## src/sv/sve_pkg.sv

```systemverilog
// ----------------------------------------------------------------------------
// sve_pkg
// Shared types and constants for the signed varint encoder: group layout,
// controller state encoding and the command/status bundles.
// ----------------------------------------------------------------------------
package sve_pkg;

  localparam int VALUE_BITS_DEF = 32;
  localparam int GROUP_BITS     = 7;
  localparam int BYTE_BITS      = 8;

  typedef enum logic {
    ST_IDLE,
    ST_RUN
  } sve_state_t;

  // controller to datapath
  typedef struct packed {
    logic load;   // capture a new value
    logic shift;  // move to the next group
    logic emit;   // write the top group to the output register
    logic fin;    // this group is the final one of the item
  } sve_cmd_t;

  // datapath to controller
  typedef struct packed {
    logic can_drop;   // top group is redundant sign extension
    logic slot_free;  // output register can take a byte this cycle
  } sve_sts_t;

endpackage

```

## src/sv/sve_if.sv

```systemverilog
// ----------------------------------------------------------------------------
// sve_in_if / sve_out_if
// Valid/ready channels for the encoder: value in, encoded bytes out.
// ----------------------------------------------------------------------------
interface sve_in_if #(
  parameter int VALUE_BITS = sve_pkg::VALUE_BITS_DEF
);
  logic                         valid;
  logic                         ready;
  logic signed [VALUE_BITS-1:0] value;

  modport source (output valid, output value, input ready);
  modport sink   (input valid, input value, output ready);
endinterface

interface sve_out_if;
  logic                           valid;
  logic                           ready;
  logic [sve_pkg::BYTE_BITS-1:0]  out_byte;
  logic                           last;

  modport source (output valid, output out_byte, output last, input ready);
  modport sink   (input valid, input out_byte, input last, output ready);
endinterface

```

## src/sv/sve_ctrl.sv

```systemverilog
// ----------------------------------------------------------------------------
// sve_ctrl
// Sequencer for the encoder: walks one value's groups top down, drops leading
// sign-extension groups, then emits the rest a byte per cycle unless stalled.
// ----------------------------------------------------------------------------
module sve_ctrl #(
  parameter int VALUE_BITS = sve_pkg::VALUE_BITS_DEF
) (
  input  logic              clk,
  input  logic              rst_n,
  input  logic              in_valid,
  output logic              in_ready,
  input  sve_pkg::sve_sts_t sts,
  output sve_pkg::sve_cmd_t cmd
);
  import sve_pkg::*;

  localparam int MAX_GROUPS = (VALUE_BITS + GROUP_BITS - 1) / GROUP_BITS;
  localparam int CNT_W      = $clog2(MAX_GROUPS + 1);

  sve_state_t       state_r, state_nxt;
  logic [CNT_W-1:0] cnt_r, cnt_nxt;
  logic             lead_r, lead_nxt;

  // outputs
  always_comb begin
    cmd      = '0;
    in_ready = 1'b0;
    case (state_r)
      ST_IDLE: begin
        in_ready = 1'b1;
        cmd.load = in_valid;
      end
      ST_RUN: begin
        if (lead_r && (cnt_r > CNT_W'(1)) && sts.can_drop) begin
          cmd.shift = 1'b1;
        end else if (sts.slot_free) begin
          cmd.emit  = 1'b1;
          cmd.shift = 1'b1;
          cmd.fin   = (cnt_r == CNT_W'(1));
          // take the next item while the final byte goes out
          if (cnt_r == CNT_W'(1)) begin
            in_ready = 1'b1;
            cmd.load = in_valid;
          end
        end
      end
      default: begin
        cmd      = '0;
        in_ready = 1'b0;
      end
    endcase
  end

  // next state
  always_comb begin
    state_nxt = state_r;
    cnt_nxt   = cnt_r;
    lead_nxt  = lead_r;
    case (state_r)
      ST_IDLE: begin
        if (in_valid) begin
          state_nxt = ST_RUN;
          cnt_nxt   = CNT_W'(MAX_GROUPS);
          lead_nxt  = 1'b1;
        end
      end
      ST_RUN: begin
        if (cmd.shift) begin
          cnt_nxt = cnt_r - CNT_W'(1);
        end
        if (cmd.emit) begin
          lead_nxt = 1'b0;
        end
        if (cmd.fin) begin
          if (in_valid) begin
            cnt_nxt  = CNT_W'(MAX_GROUPS);
            lead_nxt = 1'b1;
          end else begin
            state_nxt = ST_IDLE;
          end
        end
      end
      default: begin
        state_nxt = ST_IDLE;
      end
    endcase
  end

  always_ff @(posedge clk) begin
    if (!rst_n) begin
      state_r <= ST_IDLE;
      cnt_r   <= '0;
      lead_r  <= 1'b0;
    end else begin
      state_r <= state_nxt;
      cnt_r   <= cnt_nxt;
      lead_r  <= lead_nxt;
    end
  end

endmodule

```

## src/sv/sve_dp.sv

```systemverilog
// ----------------------------------------------------------------------------
// sve_dp
// Datapath: sign-extended value shift register, group-trim check and the
// registered output byte.
// ----------------------------------------------------------------------------
module sve_dp #(
  parameter int VALUE_BITS = sve_pkg::VALUE_BITS_DEF
) (
  input  logic                         clk,
  input  logic                         rst_n,
  input  logic signed [VALUE_BITS-1:0] in_value,
  input  sve_pkg::sve_cmd_t            cmd,
  output sve_pkg::sve_sts_t            sts,
  sve_out_if.source                    out_chan
);
  import sve_pkg::*;

  localparam int MAX_GROUPS = (VALUE_BITS + GROUP_BITS - 1) / GROUP_BITS;
  localparam int EXT_BITS   = MAX_GROUPS * GROUP_BITS;

  logic signed [EXT_BITS-1:0]  ext_value;
  logic [EXT_BITS-1:0]         val_r;
  logic [BYTE_BITS-1:0]        out_byte_r;
  logic                        last_r;
  logic                        out_valid_r;
  logic [GROUP_BITS:0]         top_bits;

  assign ext_value = EXT_BITS'(in_value);

  // top group plus bit 6 of the next group all equal: top group is redundant
  assign top_bits      = val_r[EXT_BITS-1 -: (GROUP_BITS + 1)];
  assign sts.can_drop  = (top_bits == '0) || (top_bits == '1);
  assign sts.slot_free = !out_valid_r || out_chan.ready;

  always_ff @(posedge clk) begin
    if (cmd.load) begin
      val_r <= ext_value;
    end else if (cmd.shift) begin
      val_r <= val_r << GROUP_BITS;
    end
    if (cmd.emit) begin
      out_byte_r <= {~cmd.fin, val_r[EXT_BITS-1 -: GROUP_BITS]};
      last_r     <= cmd.fin;
    end
  end

  always_ff @(posedge clk) begin
    if (!rst_n) begin
      out_valid_r <= 1'b0;
    end else if (cmd.emit) begin
      out_valid_r <= 1'b1;
    end else if (out_chan.ready) begin
      out_valid_r <= 1'b0;
    end
  end

  assign out_chan.valid    = out_valid_r;
  assign out_chan.out_byte = out_byte_r;
  assign out_chan.last     = last_r;

endmodule

```

## src/sv/signed_varint_encoder.sv

```systemverilog
// ----------------------------------------------------------------------------
// signed_varint_encoder
// Flow: after an item is taken the sequencer skips leading sign-extension
//   groups, then emits one byte per remaining group; the next item is taken
//   while the final byte goes out. The group sequencer steps one group per
//   cycle, except that an output stall holds it on a byte to be emitted.
// Reset: synchronous active-low rst_n clears the sequencer and output valid.
// ----------------------------------------------------------------------------
module signed_varint_encoder #(
  parameter int VALUE_BITS = sve_pkg::VALUE_BITS_DEF
) (
  input  logic      clk,
  input  logic      rst_n,
  sve_in_if.sink    in_chan,
  sve_out_if.source out_chan
);
  import sve_pkg::*;

  sve_cmd_t cmd;
  sve_sts_t sts;
  logic     in_ready;

  assign in_chan.ready = in_ready;

  sve_ctrl #(
    .VALUE_BITS (VALUE_BITS)
  ) u_ctrl (
    .clk      (clk),
    .rst_n    (rst_n),
    .in_valid (in_chan.valid),
    .in_ready (in_ready),
    .sts      (sts),
    .cmd      (cmd)
  );

  sve_dp #(
    .VALUE_BITS (VALUE_BITS)
  ) u_dp (
    .clk      (clk),
    .rst_n    (rst_n),
    .in_value (in_chan.value),
    .cmd      (cmd),
    .sts      (sts),
    .out_chan (out_chan)
  );

endmodule
```

## src/flat_wrapper.sv

```systemverilog
// flat-port wrapper written by rule: the top's interface ports become plain ports
module signed_varint_encoder_flat import sve_pkg::*;
#(
  parameter int VALUE_BITS = sve_pkg::VALUE_BITS_DEF
)
  (clk, rst_n, in_chan_valid, in_chan_value, in_chan_ready, out_chan_valid, out_chan_out_byte, out_chan_last, out_chan_ready);
  sve_in_if #(.VALUE_BITS(VALUE_BITS)) in_chan_i ();
  sve_out_if out_chan_i ();
  input  logic clk;
  input  logic rst_n;
  input wire logic [$bits(in_chan_i.valid)-1:0] in_chan_valid;
  input wire logic [$bits(in_chan_i.value)-1:0] in_chan_value;
  output wire logic [$bits(in_chan_i.ready)-1:0] in_chan_ready;
  output wire logic [$bits(out_chan_i.valid)-1:0] out_chan_valid;
  output wire logic [$bits(out_chan_i.out_byte)-1:0] out_chan_out_byte;
  output wire logic [$bits(out_chan_i.last)-1:0] out_chan_last;
  input wire logic [$bits(out_chan_i.ready)-1:0] out_chan_ready;
  assign in_chan_i.valid = in_chan_valid;
  assign in_chan_i.value = in_chan_value;
  assign in_chan_ready = in_chan_i.ready;
  assign out_chan_valid = out_chan_i.valid;
  assign out_chan_out_byte = out_chan_i.out_byte;
  assign out_chan_last = out_chan_i.last;
  assign out_chan_i.ready = out_chan_ready;
  signed_varint_encoder #(.VALUE_BITS(VALUE_BITS)) u_core (.clk(clk), .rst_n(rst_n), .in_chan(in_chan_i), .out_chan(out_chan_i));
endmodule
```

## config.mk

```make
export PLATFORM = sky130hd
export DESIGN_NAME = signed_varint_encoder_flat
export DESIGN_NICKNAME = d
export VERILOG_FILES = /design/src/sv/sve_pkg.sv /design/src/sv/sve_if.sv /design/src/sv/sve_ctrl.sv /design/src/sv/sve_dp.sv /design/src/sv/signed_varint_encoder.sv /design/src/flat_wrapper.sv
export SDC_FILE = /design/constraint.sdc
export NUM_CORES = 1
export LEC_CHECK = 0
export BUFFER_PORTS_ARGS = -buffer_cell sky130_fd_sc_hd__buf_2
export CORE_MARGIN = 4
export CORE_UTILIZATION = 35
export DETAILED_ROUTE_END_ITERATION = 10
export HOLD_SLACK_MARGIN = 0.02
export PLACE_DENSITY_LB_ADDON = 0.3
export RECOVER_POWER = 50
export SYNTH_ARGS = -nofsm -noshare
export SYNTH_HDL_FRONTEND = slang
export SYNTH_SLANG_ARGS = --single-unit
```

## constraint.sdc

```tcl
create_clock -name clk -period 3.27 [get_ports clk]
set_input_delay 0.4905 -clock clk [delete_from_list [all_inputs] [get_ports clk]]
set_output_delay 0.4905 -clock clk [all_outputs]
set_load 0.02 [all_outputs]
```

Word-level counts from Yosys, hierarchy flattened
Index checks and enable logic that the tools add are counted.

cells by class
  $add $sub $neg = 1
  $lt $le $gt $ge = 1
  eq/ne operators = 3
  muxes and demuxes = 28
  bitwise operators = 2
  reductions and logical operators = 8

operators by type and width
  operator             count
  $mux 35              2
  $mux 3               5
  $mux 1               14
  $eq 8x8->1 const B   1
  $logic_not 8->1      1
  $pmux 1 s2           4
  $pmux 3 s2           1
  $mux 4               1
  $reduce_bool 2->1    2
  $eq 3x1->1 const B   1
  $gt 3x1->1 const B   1
  $sub 3x1->3 const B  1
  $logic_and 1x1->1    2
  $logic_or 1x1->1     2
  $mux 2               1
  $ne 2x2->1 const B   1
  $not 1->1            2
  $logic_not 1->1      1

word-level totals
  register bits after elaboration = 50
  input bits = 36
  output and inout port bits = 11
  logic and storage cells = 50

Logic depth before layout (Yosys ltp)
  word-level depth = 9
  mapped depth = 9
  mapped depth without buffers = 7

By module
From an unflattened synthesis, not the netlist that was laid out.

second synthesis, totals
  cells, all modules = 134
  area, all modules = 2170.8 µm²

modules (own cells, without submodules)
  module    times used  cells each  area an instance (µm²)  seq. area each (µm²)
  sve_dp    1           100         1869.3                  1341.3
  sve_ctrl  1           34          301.5                   100.1

Least setup slack after synthesis
OpenSTA, ideal clock, no wires.

  path type = input to register
  from = input out_chan_ready
  to = register u_core.u_dp.val_r[0], enable pin
  library setup time = 0.588 ns
  arrival = 2.104 ns
  data required time = 2.682 ns
  path slack = 0.578 ns
  stages = 6
  path buffers = 2
  cells stage by stage = and2b_2 o21ai_1 buf_2 nand2_2 buf_2 nand3_1

between the ends
  cells in the longest elaborated chain, start to end = 5
  elaborated cells on any way between the ends = 7
  those cells by class = 5 x mux; 2 x reduce/logical

RTL lines
  item                                    line                text
  start, declared                         flat_wrapper.sv:17  input wire logic [$bits(out_chan_i.ready)-1:0] out_chan_ready;
  $logic_or 1x1->1 (*)                    sve_dp.sv:33        assign sts.slot_free = !out_valid_r || out_chan.ready;
  $mux 4 (*)                              sve_ctrl.sv:37      end else if (sts.slot_free) begin
  $mux 1                                  sve_ctrl.sv:35      if (lead_r && (cnt_r > CNT_W'(1)) && sts.can_drop) begin
  $pmux 1 s2 or $mux 3 (tied branches)    sve_ctrl.sv:29      case (state_r)
  $reduce_bool 2->1 (no source line) (*)  -
  end signal, assigned                    sve_dp.sv:37        val_r <= ext_value;
  end signal, assigned                    sve_dp.sv:39        val_r <= val_r << GROUP_BITS;
  end, declared                           sve_dp.sv:22        logic [EXT_BITS-1:0] val_r;

Mark *: on every way between the ends. The rest lies on a longest branch, timed or not.
A chain may end at the register's enable or synchronous reset.

Worst setup path in the final report
  from = register u_core.u_ctrl.cnt_r[1]
  to = output in_chan_ready

between the ends
  cells in the longest elaborated chain, start to end = 5
  elaborated cells on any way between the ends = 8
  those cells by class = 1 x order compare; 1 x eq/ne; 4 x mux; 2 x reduce/logical

RTL lines
  item                                         line                            text
  start, declared                              sve_ctrl.sv:22                  logic [CNT_W-1:0] cnt_r, cnt_nxt;
  start signal, assigned                       sve_ctrl.sv:97                  cnt_r <= cnt_nxt;
  $gt 3x1->1 or $eq 3x1->1 (tied branches)     sve_ctrl.sv:35, sve_ctrl.sv:42
  $logic_and 1x1->1 or $mux 1 (tied branches)  sve_ctrl.sv:35, sve_ctrl.sv:42
  $logic_and 1x1->1 or $mux 1 (tied branches)  sve_ctrl.sv:35, sve_ctrl.sv:37
  $mux 1 (*)                                   sve_ctrl.sv:35
  $pmux 1 s2 (*)                               sve_ctrl.sv:29
  end, declared                                flat_wrapper.sv:13              output wire logic [$bits(in_chan_i.ready)-1:0] in_chan_ready;

Marked as above.

==> results.rst <==
.. list-table::
   :header-rows: 1

   * - Metric
     - Value
   * - Run status
     - complete, no violations
   * - Post-Syn Area
     - 0.00215 sq mm
   * - Cell accounting for the most synthesized area
     - sky130_fd_sc_hd__edfxtp_1
   * - Reg2Reg Launch Point
     - u_core.u_ctrl.cnt_r[1]
   * - Fraction of final layout cells with drive strength greater than 1
     - 0.220
   * - Required time of the critical path
     - 2.78 ns
   * - Setup TNS Final
     - 0 ns
   * - Category of the critical setup timing path
     - register to primary output
   * - Endpoint type of the worst setup path
     - primary output
   * - Total number of H-tree levels
     - 2
   * - Clock insertion delay at the later pin of the skew report
     - 0.30 ns
   * - Capturing element of the worst setup path
     - in_chan_ready
   * - Number of buffers on the longest clock path
     - 2
   * - Count of flip-flops with a built-in enable after synthesis
     - 44
   * - Total routing usage reported by global routing
     - 0.106
   * - Ratio of total power to cell area
     - 565 mW/mm^2
   * - Pin count of the biggest net entering global routing
     - 36
   * - Netlist cell types
     - 35
   * - Pwr Total
     - 1.43 mW
   * - Max FO, Critical Path
     - 11
   * - Number of cells traversed by the worst register-to-register path
     - 8
   * - Setup fix buffers added after clock tree synthesis
     - 0
   * - Synthesis warning total
     - 0
   * - Sinks on the clock net
     - 50
   * - CTS tree
     - yes
   * - Starting density of the core
     - 0.362
   * - Remaining global-route overflow
     - 0
   * - WL final
     - 3800 um
   * - Launching instance or port of the critical path
     - u_core.u_ctrl.cnt_r[1]
   * - Number of placement rows
     - 28
   * - Ranking of synthesized cells by instance count
     - 85 x sky130_fd_sc_hd__nand2_1, 44 x sky130_fd_sc_hd__edfxtp_1, 7 x sky130_fd_sc_hd__and3_1
   * - Layout Skew
     - 0.00414 ns
   * - Die boundary width
     - 86.3 um
   * - Remaining number of nets flagged by the antenna check after routing
     - 0
   * - First drt pass iteration count
     - 4
   * - Quantity of gates resized following cts
     - 0
   * - R2r setup slk
     - 1.00 ns
   * - Syn-to-layout area delta
     - 18.2%
   * - Final Slew Violations
     - 0
   * - Final weighted congestion of routability-driven global placement
     - 0.699
   * - Fmax
     - 439 MHz
   * - RSZ-0062 raised after global routing
     - false
   * - Core Area
     - 0.00592 sq mm
   * - Wire length of the first global-routing pass
     - 6170 um
   * - Post-synthesis average cell area
     - 11.2 sq um
   * - Worst Hold Class
     - primary input to register
   * - Max-Cap Viols
     - 0
   * - Arrival time worst endpoint
     - 1.79 ns
   * - Count of nets after finishing
     - 278
   * - Final Cycle Share
     - 0.696
   * - Routed via count
     - 1473
   * - Average detailed-routed wire length per instance
     - 12.0 um
   * - Biggest area contributors in the synthesized netlist
     - sky130_fd_sc_hd__edfxtp_1 62%, sky130_fd_sc_hd__nand2_1 15%, sky130_fd_sc_hd__dfxtp_1 5.6%
   * - Kind of launch point of the worst setup path
     - register
   * - Count of endpoints failing setup in the final report
     - 0
   * - Normalized max-slew margin
     - 0.478
   * - Cell chosen for the clock root
     - sky130_fd_sc_hd__clkbuf_8
   * - Number of instances in the synthesized netlist
     - 191
   * - Slew of the pin with the lowest slew margin
     - 0.779 ns
   * - Share of the synthesized area in the top cell type
     - 0.616
   * - Final Critical Period
     - 2.28 ns
   * - Number of antenna violations at the first check in global routing
     - 0
   * - Count of buffers inserted at the top-level ports
     - 46
   * - Antenna diode count
     - 0
   * - Worst supply voltage drop on vdd
     - 0.334 mV
   * - Die area
     - 0.00745 sq mm
   * - Total of flip-flops plus latches after synthesis
     - 50
   * - Number of hold violations in the final report
     - 0
   * - Number of top-level pins
     - 47
   * - Residual DRC
     - 0
   * - Prevailing post-synth register cell
     - sky130_fd_sc_hd__edfxtp_1
   * - Routed vias/inst
     - 4.66
   * - Fraction of synthesis flops using an asynchronous set or reset pin
     - 0
   * - Total nets after synthesis
     - 229
   * - Leakage dissipation
     - 1.09 nW
   * - Clock edge transition at the registers on the reported setup and hold paths
     - 0.09 ns
   * - Register area share after synthesis
     - 0.672
   * - 1st-iter DRT viols
     - 88
   * - Hpwl dp
     - 2610 um
   * - Post-CTS Hold Fix Bufs
     - 0
   * - Die Y
     - 86.3 um
   * - Most used standard cell by instance count after synthesis
     - sky130_fd_sc_hd__nand2_1
   * - CTS Buf Count
     - 5
   * - Via count of the first global-routing pass
     - 1405
   * - Endpoint of the most critical register-to-register path
     - u_core.u_ctrl.cnt_r[2]
-- stage by stage --
stage	std cells	instance area, sq um	utilization	setup WS [ns]	hold slack, ns
floorplan	191	2150	-	0.578	0.446
global placement	308	2440	0.413	1.14	0.461
detailed placement	308	2440	0.413	1.12	0.476
CTS	316	2550	0.431	1.22	0.446
global route	316	2540	0.428	0.715	0.442
finish	316	2540	0.428	0.993	0.450
-- worst min path at each step --
stage	startpoint	to	slack, ns	cells past startpoint
after floorplan	u_core.u_ctrl.lead_r	u_core.u_ctrl.lead_r	0.45	2
after global placement	u_core.u_ctrl.lead_r	u_core.u_ctrl.lead_r	0.46	2
after detailed placement	u_core.u_ctrl.lead_r	u_core.u_ctrl.lead_r	0.48	2
after CTS	in_chan_value[11]	u_core.u_dp.val_r[11]	0.45	3
after global routing	in_chan_value[22]	u_core.u_dp.val_r[22]	0.44	3
final	in_chan_value[29]	u_core.u_dp.val_r[29]	0.45	3
-- per-layer routing --
| metal | vias to the layer above | global-route usage | routed length (um) |
|---|---|---|---|
| met5 | - | 0 | 0 |
| met4 | 0 | 0.0467 | 32 |
| met3 | 2 | 0.0333 | 276 |
| met2 | 41 | 0.179 | 1910 |
| met1 | 673 | 0.125 | 1580 |
| li1 | 757 | - | - |
-- cells in the final DEF, fill, tap and decap left out, types with 3 or more instances in the layout --
cell type,Yosys,layout
sky130_fd_sc_hd__and3_1,7,7
sky130_fd_sc_hd__buf_2,3,36
sky130_fd_sc_hd__clkbuf_1,0,11
sky130_fd_sc_hd__clkbuf_8,0,5
sky130_fd_sc_hd__dfxtp_1,6,6
sky130_fd_sc_hd__edfxtp_1,44,44
sky130_fd_sc_hd__inv_1,5,5
sky130_fd_sc_hd__nand2_1,85,85
sky130_fd_sc_hd__nand4_1,4,4
sky130_fd_sc_hd__o21ai_0,2,3
-- layout make-up --
type | instances | area (sq um)
inverters | 5 | 18.8
flip-flops and latches | 50 | 1440
clock inverters | 3 | 40.0
repair buffers | 49 | 236
well taps | 75 | 93.8
fillers | 567 | 3380
multi-input cells | 129 | 637
clock buffers | 5 | 68.8
-- power by group --
group,leakage [nW],total (mW),switching [mW],internal [mW]
sequential,0.488,0.830,0.0326,0.797
combinational,0.544,0.177,0.112,0.0643
clock,0.0579,0.427,0.201,0.225
-- cells by family after synthesis --
group,synth area share
simple gates,0.227
fa+ha+maj,0.0117
compound gates,0.0577
buf+inv,0.0315
flops,0.672
-- flip-flops by register name, indices dropped and copies added (netlist names) --
register and count:
u_core.u_dp.out_chan.last 1, u_core.u_dp.val_r 35, u_core.u_dp.out_chan.valid 1, u_core.u_ctrl.cnt_r 3, u_core.u_ctrl.lead_r 1, u_core.u_dp.out_chan.out_byte 8, u_core.u_ctrl.state_r 1
-- critical path, cell delays in order (launching register included) --
cell and delay [ns]:
sky130_fd_sc_hd__dfxtp_1 0.33, sky130_fd_sc_hd__inv_1 0.08, sky130_fd_sc_hd__ha_1 0.15, sky130_fd_sc_hd__nand2b_1 0.08, sky130_fd_sc_hd__o21ai_0 0.21, sky130_fd_sc_hd__clkbuf_1 0.38
sky130_fd_sc_hd__buf_2 0.25
No activity file was read; power rests on OpenSTA's default activity.
